[src/rtl/core/uatp_pkg.sv]
`default_nettype none
// ----------------------------------------------------------------------------
// uatp_pkg
// Shared types and constants for the UTF-8 / ANSI terminal parser.
// ----------------------------------------------------------------------------
package uatp_pkg;

  localparam int TAB_STOP      = 8;
  localparam int MAX_ARGUMENTS = 8;
  localparam int ARG_IDX_W     = $clog2(MAX_ARGUMENTS);

  typedef logic [1:0]  action_t;
  typedef logic [20:0] codepoint_t;
  typedef logic [23:0] colour_t;
  typedef logic [15:0] arg_t;

  localparam action_t ACT_NONE  = 2'd0;
  localparam action_t ACT_DRAW  = 2'd1;
  localparam action_t ACT_CLEAR = 2'd2;

  localparam logic CFG_COLS = 1'b0;
  localparam logic CFG_ROWS = 1'b1;

  localparam logic [8:0] COLS_RESET = 9'd80;
  localparam logic [7:0] ROWS_RESET = 8'd25;

  localparam colour_t COL_GREY  = 24'hAAAAAA;
  localparam colour_t COL_WHITE = 24'hFFFFFF;
  localparam colour_t COL_BLACK = 24'h000000;

  // codepoints handled as controls
  localparam codepoint_t CP_NUL = 21'h00;
  localparam codepoint_t CP_BS  = 21'h08;
  localparam codepoint_t CP_TAB = 21'h09;
  localparam codepoint_t CP_LF  = 21'h0A;
  localparam codepoint_t CP_VT  = 21'h0B;
  localparam codepoint_t CP_FF  = 21'h0C;
  localparam codepoint_t CP_CR  = 21'h0D;
  localparam codepoint_t CP_ESC = 21'h1B;
  localparam codepoint_t CP_DEL = 21'h7F;

  // escape sequence bytes
  localparam logic [7:0] CH_LBRACKET = 8'h5B;
  localparam logic [7:0] CH_RIS      = 8'h63;
  localparam logic [7:0] CH_DIGIT0   = 8'h30;
  localparam logic [7:0] CH_DIGIT9   = 8'h39;
  localparam logic [7:0] CH_SEMI     = 8'h3B;
  localparam logic [7:0] CH_CNL      = 8'h45;
  localparam logic [7:0] CH_CPL      = 8'h46;
  localparam logic [7:0] CH_CHA      = 8'h47;
  localparam logic [7:0] CH_CUP      = 8'h48;
  localparam logic [7:0] CH_HVP      = 8'h66;
  localparam logic [7:0] CH_ED       = 8'h4A;
  localparam logic [7:0] CH_SGR      = 8'h6D;

  localparam arg_t SGR_RESET   = 16'd0;
  localparam arg_t SGR_BOLD    = 16'd1;
  localparam arg_t SGR_FAINT   = 16'd2;
  localparam arg_t SGR_INVERSE = 16'd7;
  localparam arg_t SGR_FG_EXT  = 16'd38;
  localparam arg_t SGR_BG_EXT  = 16'd48;
  localparam arg_t SGR_RGB     = 16'd2;
  localparam arg_t ED_ALL      = 16'd2;
  localparam arg_t ARG_MAX     = 16'hFFFF;

endpackage
`default_nettype wire

[src/rtl/core/utf8_ansi_terminal_parser.sv]
`default_nettype none
// ----------------------------------------------------------------------------
// utf8_ansi_terminal_parser
// Byte-wide terminal front end: UTF-8 decode, ESC/CSI parsing, cursor and
// colour tracking; one command out per byte in.
// ----------------------------------------------------------------------------
//  channel | ports                                   | direction
//  --------+-----------------------------------------+----------
//  input   | in_valid, in_stall, in_byte_in          | byte in
//  result  | out_valid, out_stall, out_action ...    | command out
//  config  | cfg_wr_en, cfg_index, cfg_data          | register write
//
//  One item per cycle when not stalled; the result appears the cycle after
//  acceptance, set by the single decode stage feeding the result register.
//  Synchronous active-low reset; no clearing pass, ready straight after reset.
//  in_stall is high only while a held result is stalled downstream.
// ----------------------------------------------------------------------------
module utf8_ansi_terminal_parser (
  input  wire logic        clk,
  input  wire logic        rst_n,
  input  wire logic        in_valid,
  output logic             in_stall,
  input  wire logic [7:0]  in_byte_in,
  output logic             out_valid,
  input  wire logic        out_stall,
  output logic [1:0]       out_action,
  output logic [20:0]      out_codepoint,
  output logic [7:0]       out_draw_col,
  output logic [6:0]       out_draw_row,
  output logic [23:0]      out_fg_color,
  output logic [23:0]      out_bg_color,
  output logic [7:0]       out_cursor_col,
  output logic [6:0]       out_cursor_row,
  input  wire logic        cfg_wr_en,
  input  wire logic        cfg_index,
  input  wire logic [8:0]  cfg_data
);

  localparam int AW = uatp_pkg::ARG_IDX_W;
  localparam int NA = uatp_pkg::MAX_ARGUMENTS;
  localparam logic [AW-1:0] ARG_LAST = AW'(NA - 1);

  // configuration
  logic [8:0] cols_r;
  logic [7:0] rows_r;

  // parser state
  uatp_pkg::codepoint_t partial_r, partial_nxt;
  logic [1:0]           cont_r, cont_nxt;
  logic                 esc_active_r, esc_active_nxt;
  logic                 esc_csi_r, esc_csi_nxt;
  logic [AW-1:0]        arg_idx_r, arg_idx_nxt;
  uatp_pkg::arg_t       args_r [NA];
  uatp_pkg::arg_t       args_nxt [NA];
  logic [7:0]           col_r, col_nxt;
  logic [6:0]           row_r, row_nxt;
  uatp_pkg::colour_t    fg_r, fg_nxt;
  uatp_pkg::colour_t    bg_r, bg_nxt;

  // result register
  logic                 out_valid_r;
  uatp_pkg::action_t    action_r, action_nxt;
  uatp_pkg::codepoint_t cp_r, cp_nxt;
  logic [7:0]           dcol_r, dcol_nxt;
  logic [6:0]           drow_r, drow_nxt;

  logic accept;
  logic [7:0] max_col;
  logic [6:0] max_row;

  assign in_stall = out_valid_r & out_stall;
  assign accept   = in_valid & ~in_stall;

  assign max_col = (cols_r == 9'd0) ? 8'd0 :
                   (cols_r > 9'd256) ? 8'd255 : 8'(cols_r - 9'd1);
  assign max_row = (rows_r == 8'd0) ? 7'd0 :
                   (rows_r > 8'd128) ? 7'd127 : 7'(rows_r - 8'd1);

  always_comb begin
    logic [19:0] acc;
    logic [7:0]  digit;
    logic [16:0] row_sum;
    logic [15:0] row_ext;
    logic [6:0]  row_down1;
    logic [8:0]  tab_pos;
    logic [1:0]  left_dec;
    logic        ready;
    uatp_pkg::codepoint_t shifted;
    uatp_pkg::colour_t    rgb;

    partial_nxt    = partial_r;
    cont_nxt       = cont_r;
    esc_active_nxt = esc_active_r;
    esc_csi_nxt    = esc_csi_r;
    arg_idx_nxt    = arg_idx_r;
    for (int i = 0; i < NA; i++) begin
      args_nxt[i] = args_r[i];
    end
    col_nxt    = col_r;
    row_nxt    = row_r;
    fg_nxt     = fg_r;
    bg_nxt     = bg_r;
    action_nxt = uatp_pkg::ACT_NONE;
    cp_nxt     = '0;
    dcol_nxt   = '0;
    drow_nxt   = '0;

    digit   = in_byte_in - uatp_pkg::CH_DIGIT0;
    acc     = ({4'd0, args_r[arg_idx_r]} << 3) + ({4'd0, args_r[arg_idx_r]} << 1)
              + {12'd0, digit};
    row_sum = {10'd0, row_r} + {1'b0, args_r[0]};
    row_ext = {9'd0, row_r};
    row_down1 = (row_r >= max_row) ? max_row : row_r + 7'd1;
    tab_pos = 9'(({1'b0, col_r} / 9'(uatp_pkg::TAB_STOP) + 9'd1)
              * 9'(uatp_pkg::TAB_STOP));
    rgb     = {args_r[4][7:0], args_r[3][7:0], args_r[2][7:0]};
    left_dec = cont_r - 2'd1;
    shifted  = '0;
    ready    = 1'b0;

    if (esc_active_r) begin
      if (!esc_csi_r) begin
        esc_active_nxt = 1'b0;
        if (in_byte_in == uatp_pkg::CH_LBRACKET) begin
          esc_csi_nxt    = 1'b1;
          esc_active_nxt = 1'b1;
        end else if (in_byte_in == uatp_pkg::CH_RIS) begin
          col_nxt    = '0;
          row_nxt    = '0;
          action_nxt = uatp_pkg::ACT_CLEAR;
        end
      end else if (in_byte_in >= uatp_pkg::CH_DIGIT0 && in_byte_in <= uatp_pkg::CH_DIGIT9) begin
        args_nxt[arg_idx_r] = (acc > {4'd0, uatp_pkg::ARG_MAX}) ? uatp_pkg::ARG_MAX : acc[15:0];
      end else if (in_byte_in == uatp_pkg::CH_SEMI) begin
        if (arg_idx_r < ARG_LAST) begin
          arg_idx_nxt = arg_idx_r + AW'(1);
        end
      end else begin
        esc_active_nxt = 1'b0;
        case (in_byte_in) inside
          uatp_pkg::CH_CNL: begin
            row_nxt = (row_sum > {10'd0, max_row}) ? max_row : row_sum[6:0];
            col_nxt = '0;
          end
          uatp_pkg::CH_CPL: begin
            row_nxt = (args_r[0] >= row_ext) ? 7'd0 : 7'(row_ext - args_r[0]);
            col_nxt = '0;
          end
          uatp_pkg::CH_CHA: begin
            col_nxt = (args_r[0] > {8'd0, max_col}) ? max_col : args_r[0][7:0];
          end
          uatp_pkg::CH_CUP, uatp_pkg::CH_HVP: begin
            col_nxt = (args_r[0] > {8'd0, max_col}) ? max_col : args_r[0][7:0];
            row_nxt = (args_r[1] > {9'd0, max_row}) ? max_row : args_r[1][6:0];
          end
          uatp_pkg::CH_ED: begin
            if (args_r[0] == uatp_pkg::ED_ALL) begin
              col_nxt    = '0;
              row_nxt    = '0;
              action_nxt = uatp_pkg::ACT_CLEAR;
            end
          end
          uatp_pkg::CH_SGR: begin
            if (args_r[0] == uatp_pkg::SGR_RESET) begin
              fg_nxt = uatp_pkg::COL_GREY;
              bg_nxt = uatp_pkg::COL_BLACK;
            end else if (args_r[0] == uatp_pkg::SGR_BOLD) begin
              fg_nxt = uatp_pkg::COL_WHITE;
            end else if (args_r[0] == uatp_pkg::SGR_FAINT) begin
              fg_nxt = uatp_pkg::COL_GREY;
            end else if (args_r[0] == uatp_pkg::SGR_INVERSE) begin
              fg_nxt = bg_r;
              bg_nxt = fg_r;
            end else if (args_r[0] == uatp_pkg::SGR_FG_EXT && args_r[1] == uatp_pkg::SGR_RGB) begin
              fg_nxt = rgb;
            end else if (args_r[0] == uatp_pkg::SGR_BG_EXT && args_r[1] == uatp_pkg::SGR_RGB) begin
              bg_nxt = rgb;
            end
          end
          default: ;
        endcase
      end
    end else begin
      // UTF-8 decode
      if (cont_r != 2'd0 && in_byte_in[7:6] == 2'b10) begin
        cont_nxt = left_dec;
        case (left_dec)
          2'd0:    shifted = {15'd0, in_byte_in[5:0]};
          2'd1:    shifted = {9'd0, in_byte_in[5:0], 6'd0};
          default: shifted = {3'd0, in_byte_in[5:0], 12'd0};
        endcase
        partial_nxt = partial_r | shifted;
        ready       = (left_dec == 2'd0);
      end else begin
        cont_nxt    = 2'd0;
        partial_nxt = {13'd0, in_byte_in};
        ready       = 1'b1;
        if (in_byte_in[7:5] == 3'b110) begin
          cont_nxt    = 2'd1;
          partial_nxt = {10'd0, in_byte_in[4:0], 6'd0};
          ready       = 1'b0;
        end else if (in_byte_in[7:4] == 4'b1110) begin
          cont_nxt    = 2'd2;
          partial_nxt = {5'd0, in_byte_in[3:0], 12'd0};
          ready       = 1'b0;
        end else if (in_byte_in[7:3] == 5'b11110) begin
          cont_nxt    = 2'd3;
          partial_nxt = {in_byte_in[2:0], 18'd0};
          ready       = 1'b0;
        end
      end

      if (ready) begin
        case (partial_nxt) inside
          uatp_pkg::CP_NUL, uatp_pkg::CP_DEL: ;
          uatp_pkg::CP_LF, uatp_pkg::CP_VT: begin
            col_nxt = '0;
            row_nxt = row_down1;
          end
          uatp_pkg::CP_BS: begin
            if (col_r != 8'd0) begin
              col_nxt = col_r - 8'd1;
            end
          end
          uatp_pkg::CP_CR: col_nxt = '0;
          uatp_pkg::CP_FF: begin
            col_nxt    = '0;
            row_nxt    = '0;
            action_nxt = uatp_pkg::ACT_CLEAR;
          end
          uatp_pkg::CP_TAB: begin
            col_nxt = (tab_pos > {1'b0, max_col}) ? max_col : tab_pos[7:0];
          end
          uatp_pkg::CP_ESC: begin
            esc_active_nxt = 1'b1;
            esc_csi_nxt    = 1'b0;
            arg_idx_nxt    = '0;
            for (int i = 0; i < NA; i++) begin
              args_nxt[i] = '0;
            end
          end
          default: begin
            action_nxt = uatp_pkg::ACT_DRAW;
            cp_nxt     = partial_nxt;
            dcol_nxt   = col_r;
            drow_nxt   = row_r;
            if (col_r >= max_col) begin
              col_nxt = '0;
              row_nxt = row_down1;
            end else begin
              col_nxt = col_r + 8'd1;
            end
          end
        endcase
      end
    end
  end

  always_ff @(posedge clk) begin
    if (!rst_n) begin
      cols_r       <= uatp_pkg::COLS_RESET;
      rows_r       <= uatp_pkg::ROWS_RESET;
      partial_r    <= '0;
      cont_r       <= '0;
      esc_active_r <= 1'b0;
      esc_csi_r    <= 1'b0;
      arg_idx_r    <= '0;
      for (int i = 0; i < NA; i++) begin
        args_r[i] <= '0;
      end
      col_r        <= '0;
      row_r        <= '0;
      fg_r         <= uatp_pkg::COL_WHITE;
      bg_r         <= uatp_pkg::COL_BLACK;
      out_valid_r  <= 1'b0;
    end else begin
      if (cfg_wr_en) begin
        unique case (cfg_index)
          uatp_pkg::CFG_COLS: cols_r <= cfg_data;
          uatp_pkg::CFG_ROWS: rows_r <= cfg_data[7:0];
        endcase
      end
      if (accept) begin
        partial_r    <= partial_nxt;
        cont_r       <= cont_nxt;
        esc_active_r <= esc_active_nxt;
        esc_csi_r    <= esc_csi_nxt;
        arg_idx_r    <= arg_idx_nxt;
        for (int i = 0; i < NA; i++) begin
          args_r[i] <= args_nxt[i];
        end
        col_r        <= col_nxt;
        row_r        <= row_nxt;
        fg_r         <= fg_nxt;
        bg_r         <= bg_nxt;
        out_valid_r  <= 1'b1;
      end else if (!out_stall) begin
        out_valid_r  <= 1'b0;
      end
    end
  end

  // result payload
  always_ff @(posedge clk) begin
    if (accept) begin
      action_r <= action_nxt;
      cp_r     <= cp_nxt;
      dcol_r   <= dcol_nxt;
      drow_r   <= drow_nxt;
    end
  end

  assign out_valid      = out_valid_r;
  assign out_action     = action_r;
  assign out_codepoint  = cp_r;
  assign out_draw_col   = dcol_r;
  assign out_draw_row   = drow_r;
  assign out_fg_color   = fg_r;
  assign out_bg_color   = bg_r;
  assign out_cursor_col = col_r;
  assign out_cursor_row = row_r;

endmodule
`default_nettype wire

[config.mk]
export PLATFORM = sky130hd
export DESIGN_NAME = utf8_ansi_terminal_parser
export DESIGN_NICKNAME = d
export VERILOG_FILES = /design/src/rtl/core/uatp_pkg.sv /design/src/rtl/core/utf8_ansi_terminal_parser.sv
export SDC_FILE = /design/constraint.sdc
export NUM_CORES = 1
export LEC_CHECK = 0
export BUFFER_PORTS_ARGS = -buffer_cell sky130_fd_sc_hd__buf_4
export CAP_MARGIN = 20
export CELL_PAD_IN_SITES_DETAIL_PLACEMENT = 1
export CELL_PAD_IN_SITES_GLOBAL_PLACEMENT = 1
export CORE_MARGIN = 2
export CORE_UTILIZATION = 30
export CTS_BUF_LIST = sky130_fd_sc_hd__clkbuf_4
export DETAILED_ROUTE_END_ITERATION = 10
export GPL_TIMING_DRIVEN = 1
export PLACE_DENSITY_LB_ADDON = 0.2
export SLEW_MARGIN = 20
export SYNTH_ARGS = -nofsm -noshare
export SYNTH_HDL_FRONTEND = slang
export SYNTH_SLANG_ARGS = --single-unit
[constraint.sdc]
create_clock -name clk -period 25.9 [get_ports clk]
set_clock_uncertainty 0.2 [all_clocks]
set_input_delay 5.18 -clock clk [delete_from_list [all_inputs] [get_ports clk]]
set_output_delay 5.18 -clock clk [all_outputs]
set_load 0.005 [all_outputs]
* Yosys cells after proc, flatten, opt, wreduce, memory -nomap -nowiden
Memories as Yosys holds them, arrays and structs flattened. A register that Yosys moved wholly into a read port is not among the register bits.
Cells that the tools add are included.
** Operators by class
- Add/subtract/negate cells :: 13
- $lt $le $gt $ge :: 15
- Equal/unequal tests :: 58
- Muxes and demuxes :: 168
- Bitwise logic cells :: 23
- Reductions and logical operators :: 30
** Operators by type and width (count)
- 128-bit 2-to-1 mux :: 11
- 24-bit 2-to-1 mux :: 11
- 8-bit 2-to-1 mux :: 26
- 7-bit 2-to-1 mux :: 27
- 16-bit 2-to-1 mux :: 10
- 21-bit 2-to-1 mux :: 7
- 128-bit bitwise mux :: 1
- 21-bit by 4-bit equality test with 1-bit output (second input constant) :: 6
- 8-bit by 7-bit equality test with 1-bit output (second input constant) :: 9
- 16-bit demux with 3-bit select :: 1
- 3-bit 2-to-1 mux :: 15
- 2-bit 2-to-1 mux :: 22
- 1-bit 2-to-1 mux :: 36
- 18-bit case mux with 2 select lines :: 1
- 16-bit by 2-bit equality test with 1-bit output (second input constant) :: 2
- 16-bit by 6-bit equality test with 1-bit output (second input constant) :: 2
- 15-bit AND reduction :: 2
- 21-bit by 5-bit equality test with 1-bit output (second input constant) :: 1
- 21-bit by 7-bit equality test with 1-bit output (second input constant) :: 1
- 21-bit logical NOT :: 1
- 21-bit OR :: 1
- 19-bit by 17-bit adder with 20-bit output :: 1
- 20-bit by 8-bit adder with 20-bit output :: 1
- 20-bit by 16-bit > comparator with 1-bit output (second input constant) :: 1
- 64 further kinds :: 111
** Storage, ports and cells
- Register bits :: 147
- Memory bits (writable) :: 128
- Input port bits :: 23
- Word-level logic and storage cells :: 324
- Memories :: 1
** Memories
- args_r :: words 8, width 16, rd ports 9, clocked after memory_dff 1, write ports 8, RTL line utf8_ansi_terminal_parser.sv:53 : uatp_pkg::arg_t args_r [NA];

* Longest topological paths before layout
Gate-level depths: netlist of run 1.
- Depth after elaboration :: 20
- Depth in mapped cells :: 18
- Depth with buffers taken out :: 18

* Least setup slack after synthesis of run 1
No wires, ideal clock.
- Path type :: input to register
- Start :: in in_byte_in[4]
- End :: mem args_r[0][0] (netlist bit), enable pin
- Arrival :: 14024 ps
- Data required time :: 25017 ps
- Setup slack :: 10992 ps
- Stages :: 11
- Path buffers :: 1
- Cell sequence :: inv_1 -> ha_1 -> buf_2 -> nand3b_1 -> o221ai_2 -> a22o_1 -> nand2_1 -> or4_4 -> nor4_4 -> a21oi_1 -> o21ai_0
** RTL lines
- from (decl) :: RTL line utf8_ansi_terminal_parser.sv:23 : input wire logic [7:0] in_byte_in,
- to (decl) :: RTL line utf8_ansi_terminal_parser.sv:53

* Worst setup path after layout of run 1
- Start :: in out_stall
- End :: out in_stall
** Between the ends
- Cells in the longest elaborated chain, start to end :: 1
** Ends and longest elaborated chain
- from (decl) :: RTL line utf8_ansi_terminal_parser.sv:25 : input wire logic out_stall,
- 1-bit AND :: RTL line utf8_ansi_terminal_parser.sv:71 : assign in_stall = out_valid_r & out_stall;
- to (decl) :: RTL line utf8_ansi_terminal_parser.sv:22 : output logic in_stall,
Every way passes these cells.

==> results.md, run 1 <==
* Distinct cell type count of the synthesized netlist at 105
* FF+latch count, synth at 278
* Capturing element of the worst setup path: in_stall
* Library cell used as clock root buffer: sky130_fd_sc_hd__clkbuf_4
* ANT nets after route at 0
* Initial core utilization at 30.2%
* Number of enable-type register cells in the synthesized netlist at 166
* Count of placed standard cells in the final layout, fillers left out at 2956
* Fraction of final layout cells sized beyond drive strength 1 at between 10% and 20%
* Total vias in the final route at 16400
* Number of global-route vias before repair at 17200
* Number of setup buffers added after CTS at 0
* DPL Wire Length at roughly 45000 µm
* Full die area at 0.0623 mm²
* Mean Syn Cell Area at 9.00 µm²
* Largest net degree at the start of global routing at just under 100
* DR iter-0 viols at ~1000
* Ratio of total power to cell area at 55.9 mW/mm²
* All-Layer GR Usage at 20.5%
* Wire length of the first global-routing pass at 101000 µm
* Sinks on the clock net at 278
* Worst setup path start: out_stall
* Run status: completed
* Maximum net fanout on the critical path at 2
* Number of iterations in the first detailed-routing pass at 5
* Count of instances resized after the clock tree is built at 0
* Clock Tree Buf Depth at 3
* Height of the chip at approximately 250 µm
* Startpoint Class: input port
* Hold Fails Final Rpt at 0
* Standard-cell rows at 90
* Wirelength per Cell at 21.9 µm
* Final cycle utilization of the critical path at a little over two fifths
* Hold path cells at 2
* Data required time of the worst path at 20520 ps
* DRT Wirelength at 64800 µm
* Class of the tightest hold or removal check: reg -> reg
* Clock transition at the registers of the reported paths at 60 ps
* Clock latency on the worst-skew pair at ~870 ps
* Total DRC errors in the routed layout at 0
* Top-level I/O count at approximately 130
* CTS tree: yes
* Peak clock frequency supported by timing at 90.8 MHz
* Weighted congestion at the end of routability-driven global placement at 0.854
* Area grow syn2layout at 15.2%
* Core Footprint at between 0.06 and 0.07 mm²
* Most utilized layer in the global route result: met2
* Number of fill cells in the layout at 7064
* Final max-slew violation count at 0
* Post-synthesis cell area at 0.0181 mm²
* Part of the Yosys area used for sequential elements at 39.9%
* Global routing met2 resource utilization at 33.6%
* NumNets Final at 2252
* Number of antenna violations at the first check in global routing at 4
* Worst voltage drop across the vdd grid at approximately 0.023 mV
* Horizontal die dimension at approximately 250 µm
* Synthesized netlist net count at 2148
* Cell depth of the worst flop-to-flop path at 16
* Shortest period the worst path allows at 11010 ps
* Residual overflow from global routing at 0
* Total number of H-tree levels at 3
* Nature of the critical path endpoint: output pin
* Grt met1 use at 27.2%
* Arrival time of data at the critical path endpoint at between 5000 and 6000 ps
* Number of instances in the synthesized netlist at roughly 2000
* Slew headroom at between 20% and 30%
* Synthesis Warnings at 0
* Top_reg_cell synth: sky130_fd_sc_hd__edfxtp_1
* Final setup fails at 0
* M3 GR Usage at under 10%
* Hold buffers post-CTS at 0
* Async SR Flop Fraction at 0%
* Max-capacitance violation count at 0
* Average via count per standard cell at 5.55
* Register-to-register setup slack at between 15000 and 20000 ps
* Num CTS Buffers at 83
* Unrepaired setup endpoints after global routing: no
* Slew of the pin with the lowest slew margin at 1060 ps
* CP Class: in -> out
* PortBufs at between 100 and 150
* Worst reg2reg endpoint: args_r[6][15]
* Placed cell count at approximately 2800
* Static leakage at 8.04 nW
* Total Negative Setup Slacks at 0 ps
[state kept, by name (all words and copies together), names as in the netlist, 8 cells and up, named ones only]
signal          flops
out_fg_color       24
out_cursor_col      8
out_bg_color       24
out_codepoint      21
rows_r              8
out_draw_col        8
partial_r          21
cols_r              9
args_r            128
[layout make-up]
class	instances	area, µm²	area share, %
Clock inverter	22	160	0.768
Timing Repair Buffer	158	1210	5.79
Tap cell	782	978	4.69
Multi-Input combinational cell	1516	10100	48.3
Sequential cell	278	7230	34.7
Clock buffer	120	901	4.32
Antenna cell	3	7.51	0.0360
Inverter	77	289	1.39
[cells by family after synthesis]
group | Yosys count | synth area share [%]
DFF | 278 | 39.9
and+or+nand+nor | 601 | 15.9
adders and majority gates | 118 | 8.45
buffers and inverters | 216 | 4.73
muxes | 72 | 6.29
xor gates and xnor gates | 49 | 2.37
AOI/OAI and AO/OA | 676 | 22.4
[worst max-delay path, stage by stage]
cell and delay, ps:
sky130_fd_sc_hd__buf_4 120, sky130_fd_sc_hd__nand2_1 100, sky130_fd_sc_hd__inv_1 80, sky130_fd_sc_hd__buf_4 150
[per-stage QoR]
stage	setup WS (ps)	power, mW	hold WS (ps)	instance area, µm²	util (%)
4_1_cts	14880	1.18	310	20800	34.7
3_5_place_dp	14890	0.726	294	19800	32.9
5_1_grt	14850	1.23	339	20800	34.7
3_3_place_gp	14880	0.720	286	19700	32.9
6_report	14890	1.17	305	20800	34.7
2_1_floorplan	10990	0.652	254	18100	-
[layout by cell type (no fill, tap or decap), drive strengths merged, types with 46 or more instances in the layout]
cell type,instances
inv,78
dfxtp,112
clkbuf,120
a21oi,282
buf,158
nand3,57
edfxtp,166
ha,107
a211oi,46
nor2,154
nand2,208
o21ai,205
[synth_stat cells (all sizes together), types with 5 or more instances]
cell type / n / area, µm²
o211a: 5 / 50.1
a211o: 6 / 52.6
nor2b: 9 / 56.3
dfxtp: 112 / 2240
nand3: 57 / 290
nor3b: 8 / 65.1
ha: 107 / 1340
inv: 76 / 285
buf: 34 / 173
mux4: 32 / 721
nor2: 154 / 586
fa: 8 / 160
a21oi: 282 / 1420
o211ai: 7 / 52.6
mux2: 14 / 158
a311oi: 6 / 52.6
a211oi: 46 / 388
mux2i: 26 / 260
o21bai: 5 / 37.5
a21o: 12 / 90.1
o22ai: 10 / 62.6
nor4: 24 / 178
nand2b: 24 / 150
o21ai: 205 / 1030
clkbuf: 105 / 394
and3: 8 / 50.1
a22oi: 11 / 82.6
nor3: 43 / 220
o31ai: 8 / 73.8
or3: 6 / 37.5
nand2: 208 / 781
a31oi: 8 / 56.3
edfxtp: 166 / 4980
xnor2: 33 / 289
xor2: 16 / 140
o21a: 12 / 91.3
and2: 12 / 75.1
nand4: 18 / 119
[report_power, final]
group,switching [mW],total [mW],internal [mW],leakage (nW)
clock,0.215,0.448,0.233,0.629
combinational,0.130,0.208,0.0775,4.79
sequential,0.0226,0.510,0.487,2.62
total,0.368,1.17,0.798,8.04
[metal layers]
layer	routed length, µm	up-vias	part of all wire (%)
met1	29300	8240	45
met5	14	-	0.022
met4	1270	2	2.0
met2	30500	412	47
met3	3750	86	5.8
li1	-	7676	-
[worst min path at each step]
stage | from | end | slack (ps)
6_report | cols_r[1] | cols_r[1] | 300
2_1_floorplan | partial_r[9] | partial_r[9] | 250
5_1_grt | rows_r[1] | rows_r[1] | 340
3_5_place_dp | out_fg_color[18] | out_fg_color[18] | 290
4_1_cts | cols_r[7] | cols_r[7] | 310
3_3_place_gp | out_fg_color[16] | out_fg_color[16] | 290
Power figures use the tool's default switching activity.
==> run 2: changes to the inputs <==
- clock period: 25.9 -> 8.9 ns (I/O delays scaled with it)
==> run 2 against run 1 <==
Compared with the run above:
- flip-flop and latch count unchanged
- first-iteration DRC count increased by 9.2%
- non-clock buffer count decreased by 1
- via count increased by 0.30%
- sequential share of layout area decreased by 0.12 points
==> results.md, run 2 (same netlist as run 1, synthesis figures left out) <==
* Run status: completed
* Post-route worst hold slack at 306 ps (+1.76 ps)
* Most utilized layer in the global route result: met2
* Pint at 2.34 mW (+190%)
* Area grow syn2layout at 15.6%
* Number of iterations in the first detailed-routing pass at 5 (unchanged)
* Clock Tree Buf Depth at 3 (unchanged)
* Slew headroom at 27.8% (-1.1 points)
* Sinks on the clock net at 278 (unchanged)
* Horizontal die dimension at 250 µm (unchanged)
* Buffers plus inverters on the worst setup path at 1 (-2)
* Max incr delay on CP at 990 ps (+840 ps)
* Ratio of total power to cell area at 163 mW/mm² (+190%)
* Final cycle utilization of the critical path at 72.7%
* Arrival time of data at the critical path endpoint at 6820 ps (+1180 ps)
* Grt met1 use at 27.7% (+0.50 points)
* DR iter-0 viols at 1109 (+9.2%)
* Kind of cell adding the most delay to the critical path: compound AO/OA/AOI/OAI gates
* Global routing met2 resource utilization at 34.5% (+0.89 points)
* Placed cell count at 2810 (-0.036%)
* Register with the highest flop count: args_r
* Nature of the critical path endpoint: register
* Final cell utilization of the core at 34.9% (+0.12 points)
* DPL Wire Length at 45400 µm (+1.1%)
* All-Layer GR Usage at 20.9% (+0.36 points)
* Number of global-route vias before repair at 17300 (+0.30%)
* Data required time of the worst path at 9250 ps (-11270 ps)
* Summed area of non-filler cells in the final layout at 0.0209 mm² (+0.35%)
* Number of antenna violations at the first check in global routing at 4 (unchanged)
* Total vias in the final route at 16500 (+0.30%)
* Maximum net fanout on the critical path at 25 (+23)
* Post-placement setup slack at 2250 ps (-12640 ps)
* Hold buffers post-CTS at 0 (unchanged)
* Slew of the pin with the lowest slew margin at 1080 ps (+12.9 ps)
* Fraction of final layout cells sized beyond drive strength 1 at 18.1% (+0.55 points)
* Register-to-register setup slack at 2430 ps (-17190 ps)
* Count of instances resized after the clock tree is built at 0 (unchanged)
* Wirelength per Cell at 22.0 µm (+0.46%)
* Core Footprint at 0.0600 mm² (unchanged)
* Clock network fraction of design power at 38.7% (+0.3 points)
* Worst voltage drop across the vdd grid at 0.0773 mV (+230%)
* Total cell area at the placement stage at 0.0198 mm² (about the same)
* Logic gate share of total power at 17.8% (about the same)
* Library cell used as clock root buffer: sky130_fd_sc_hd__clkbuf_4
* CP Class: reg -> reg
* CTS tree: yes
* Number of setup buffers added after CTS at 0 (unchanged)
* Total DRC errors in the routed layout at 0 (unchanged)
* Number of flip-flops in the largest register at 128 (unchanged)
* Final max-slew violation count at 0 (unchanged)
* Class of the tightest hold or removal check: reg -> reg
* Residual overflow from global routing at 0 (unchanged)
* Setup slack after layout at 2430 ps (-12450 ps)
* Total power at 3.41 mW (+190%)
* Clock latency on the worst-skew pair at 840 ps (-30 ps)
* Power share of the sequential group at 43.5% (-0.3 points)
* Num CTS Buffers at 83 (unchanged)
* Count of placed standard cells in the final layout, fillers left out at 2968 (+0.41%)
* Shortest period the worst path allows at 6470 ps
* Hold Fails Final Rpt at 0 (unchanged)
* Total number of H-tree levels at 3 (unchanged)
* Net Switching at 1.07 mW (+190%)
* Final setup fails at 0 (unchanged)
* Startpoint Class: register
* Full die area at 0.0623 mm² (unchanged)
* M3 GR Usage at 3.80% (-0.81 points)
* Max-capacitance violation count at 0 (unchanged)
* Unrepaired setup endpoints after global routing: no
* Peak clock frequency supported by timing at 155 MHz
* Number of fill cells in the layout at 6994 (-0.99%)
* Switch share at 31.3% (-0.25 points)
* Static leakage at 8.08 nW (+0.47%)
* Cell at the slowest stage of the critical path: sky130_fd_sc_hd__dfxtp_2
* Average via count per standard cell at 5.55 (-0.10%)
* Largest net degree at the start of global routing at 97 (unchanged)
* Height of the chip at 250 µm (unchanged)
* Total Negative Setup Slacks at 0 ps (unchanged)
* Most Frequent Cell on Critical Path: sky130_fd_sc_hd__o21ai_0
* Wire length of the first global-routing pass at 102000 µm (+1.7%)
* Weighted congestion at the end of routability-driven global placement at 0.844 (-1.2%)
* ANT nets after route at 0 (unchanged)
* PortBufs at 125 (unchanged)
* Leading cell types in the layout, fill and taps excluded: 281 x sky130_fd_sc_hd__a21oi_1, 208 x sky130_fd_sc_hd__nand2_1, 196 x sky130_fd_sc_hd__o21ai_0, 166 x sky130_fd_sc_hd__edfxtp_1, 155 x sky130_fd_sc_hd__buf_4
* Most frequent standard cell in the layout excluding fill and tap cells: sky130_fd_sc_hd__a21oi_1
* DRT Wirelength at 65400 µm (+0.87%)
* NumNets Final at 2251 (-0.044%)
* Top-level I/O count at 126 (unchanged)
* Standard-cell rows at 90 (unchanged)
* Clock transition at the registers of the reported paths at 70 ps (about the same)
* Initial core utilization at 30.2% (unchanged)
* Cell Chain, Critical Path: mux4_2 -> mux2i_1 -> inv_1 -> fa_1 -> fa_1 -> a21o_1 -> a21oi_1 -> o21ai_0 -> a31oi_1 -> o21ai_0 -> o21ai_0 -> o311ai_4 -> nor3_1 -> a21oi_1
-- run 2: cell types whose count changed in the layout (fill, tap and decap cells not counted), sizes merged --
| cell | before | now |
|---|---|---|
| bufinv | 2 | 1 |
| diode | 3 | 4 |
| clkinvlp | 0 | 1 |
| clkbuf | 120 | 130 |
| inv | 78 | 79 |
| buf | 158 | 157 |
| clkinv | 19 | 20 |
-- run 2: path summary, 6_finish.rpt --
check,start,cells past startpoint,end
worst max register to register,register,14,args_r[7][9]
worst min-delay path,out_fg_color[7],2,out_fg_color[7]
worst max-delay path,register,14,args_r[7][9]
worst min register to register,out_fg_color[7],2,out_fg_color[7]
-- run 2: layer usage --
metal | part of all wire (%) | up-vias
met5 | 0.020 | -
li1 | - | 7678
met1 | 45 | 8283
met4 | 2.5 | 2
met2 | 47 | 384
met3 | 4.6 | 119
-- run 2: layout make-up --
class / count / area [µm²] / area share, %
multi-input cells: 1516 / 10100 / 48.2
inverters: 77 / 289 / 1.38
diodes: 4 / 10.0 / 0.0478
well taps: 782 / 978 / 4.68
flip-flops and latches: 278 / 7230 / 34.5
clock inverters: 24 / 144 / 0.688
repair buffers: 157 / 1200 / 5.75
clock buffers: 130 / 976 / 4.66
-- run 2: power by group through the flow --
stage          Sequential, mW  Clock, mW  Combinational [mW]
5_1_grt                  1.49       1.43               0.675
3_5_place_dp             1.51          0               0.605
2_1_floorplan            1.48          0               0.415
3_3_place_gp             1.51          0               0.591
6_report                 1.48       1.32               0.607
4_1_cts                  1.48       1.36               0.609
-- run 2: worst min-delay path, stage by stage (launching register included) --
cell and delay [ps]:
sky130_fd_sc_hd__dfxtp_1 340, sky130_fd_sc_hd__mux2i_1 80, sky130_fd_sc_hd__nand2_1 60
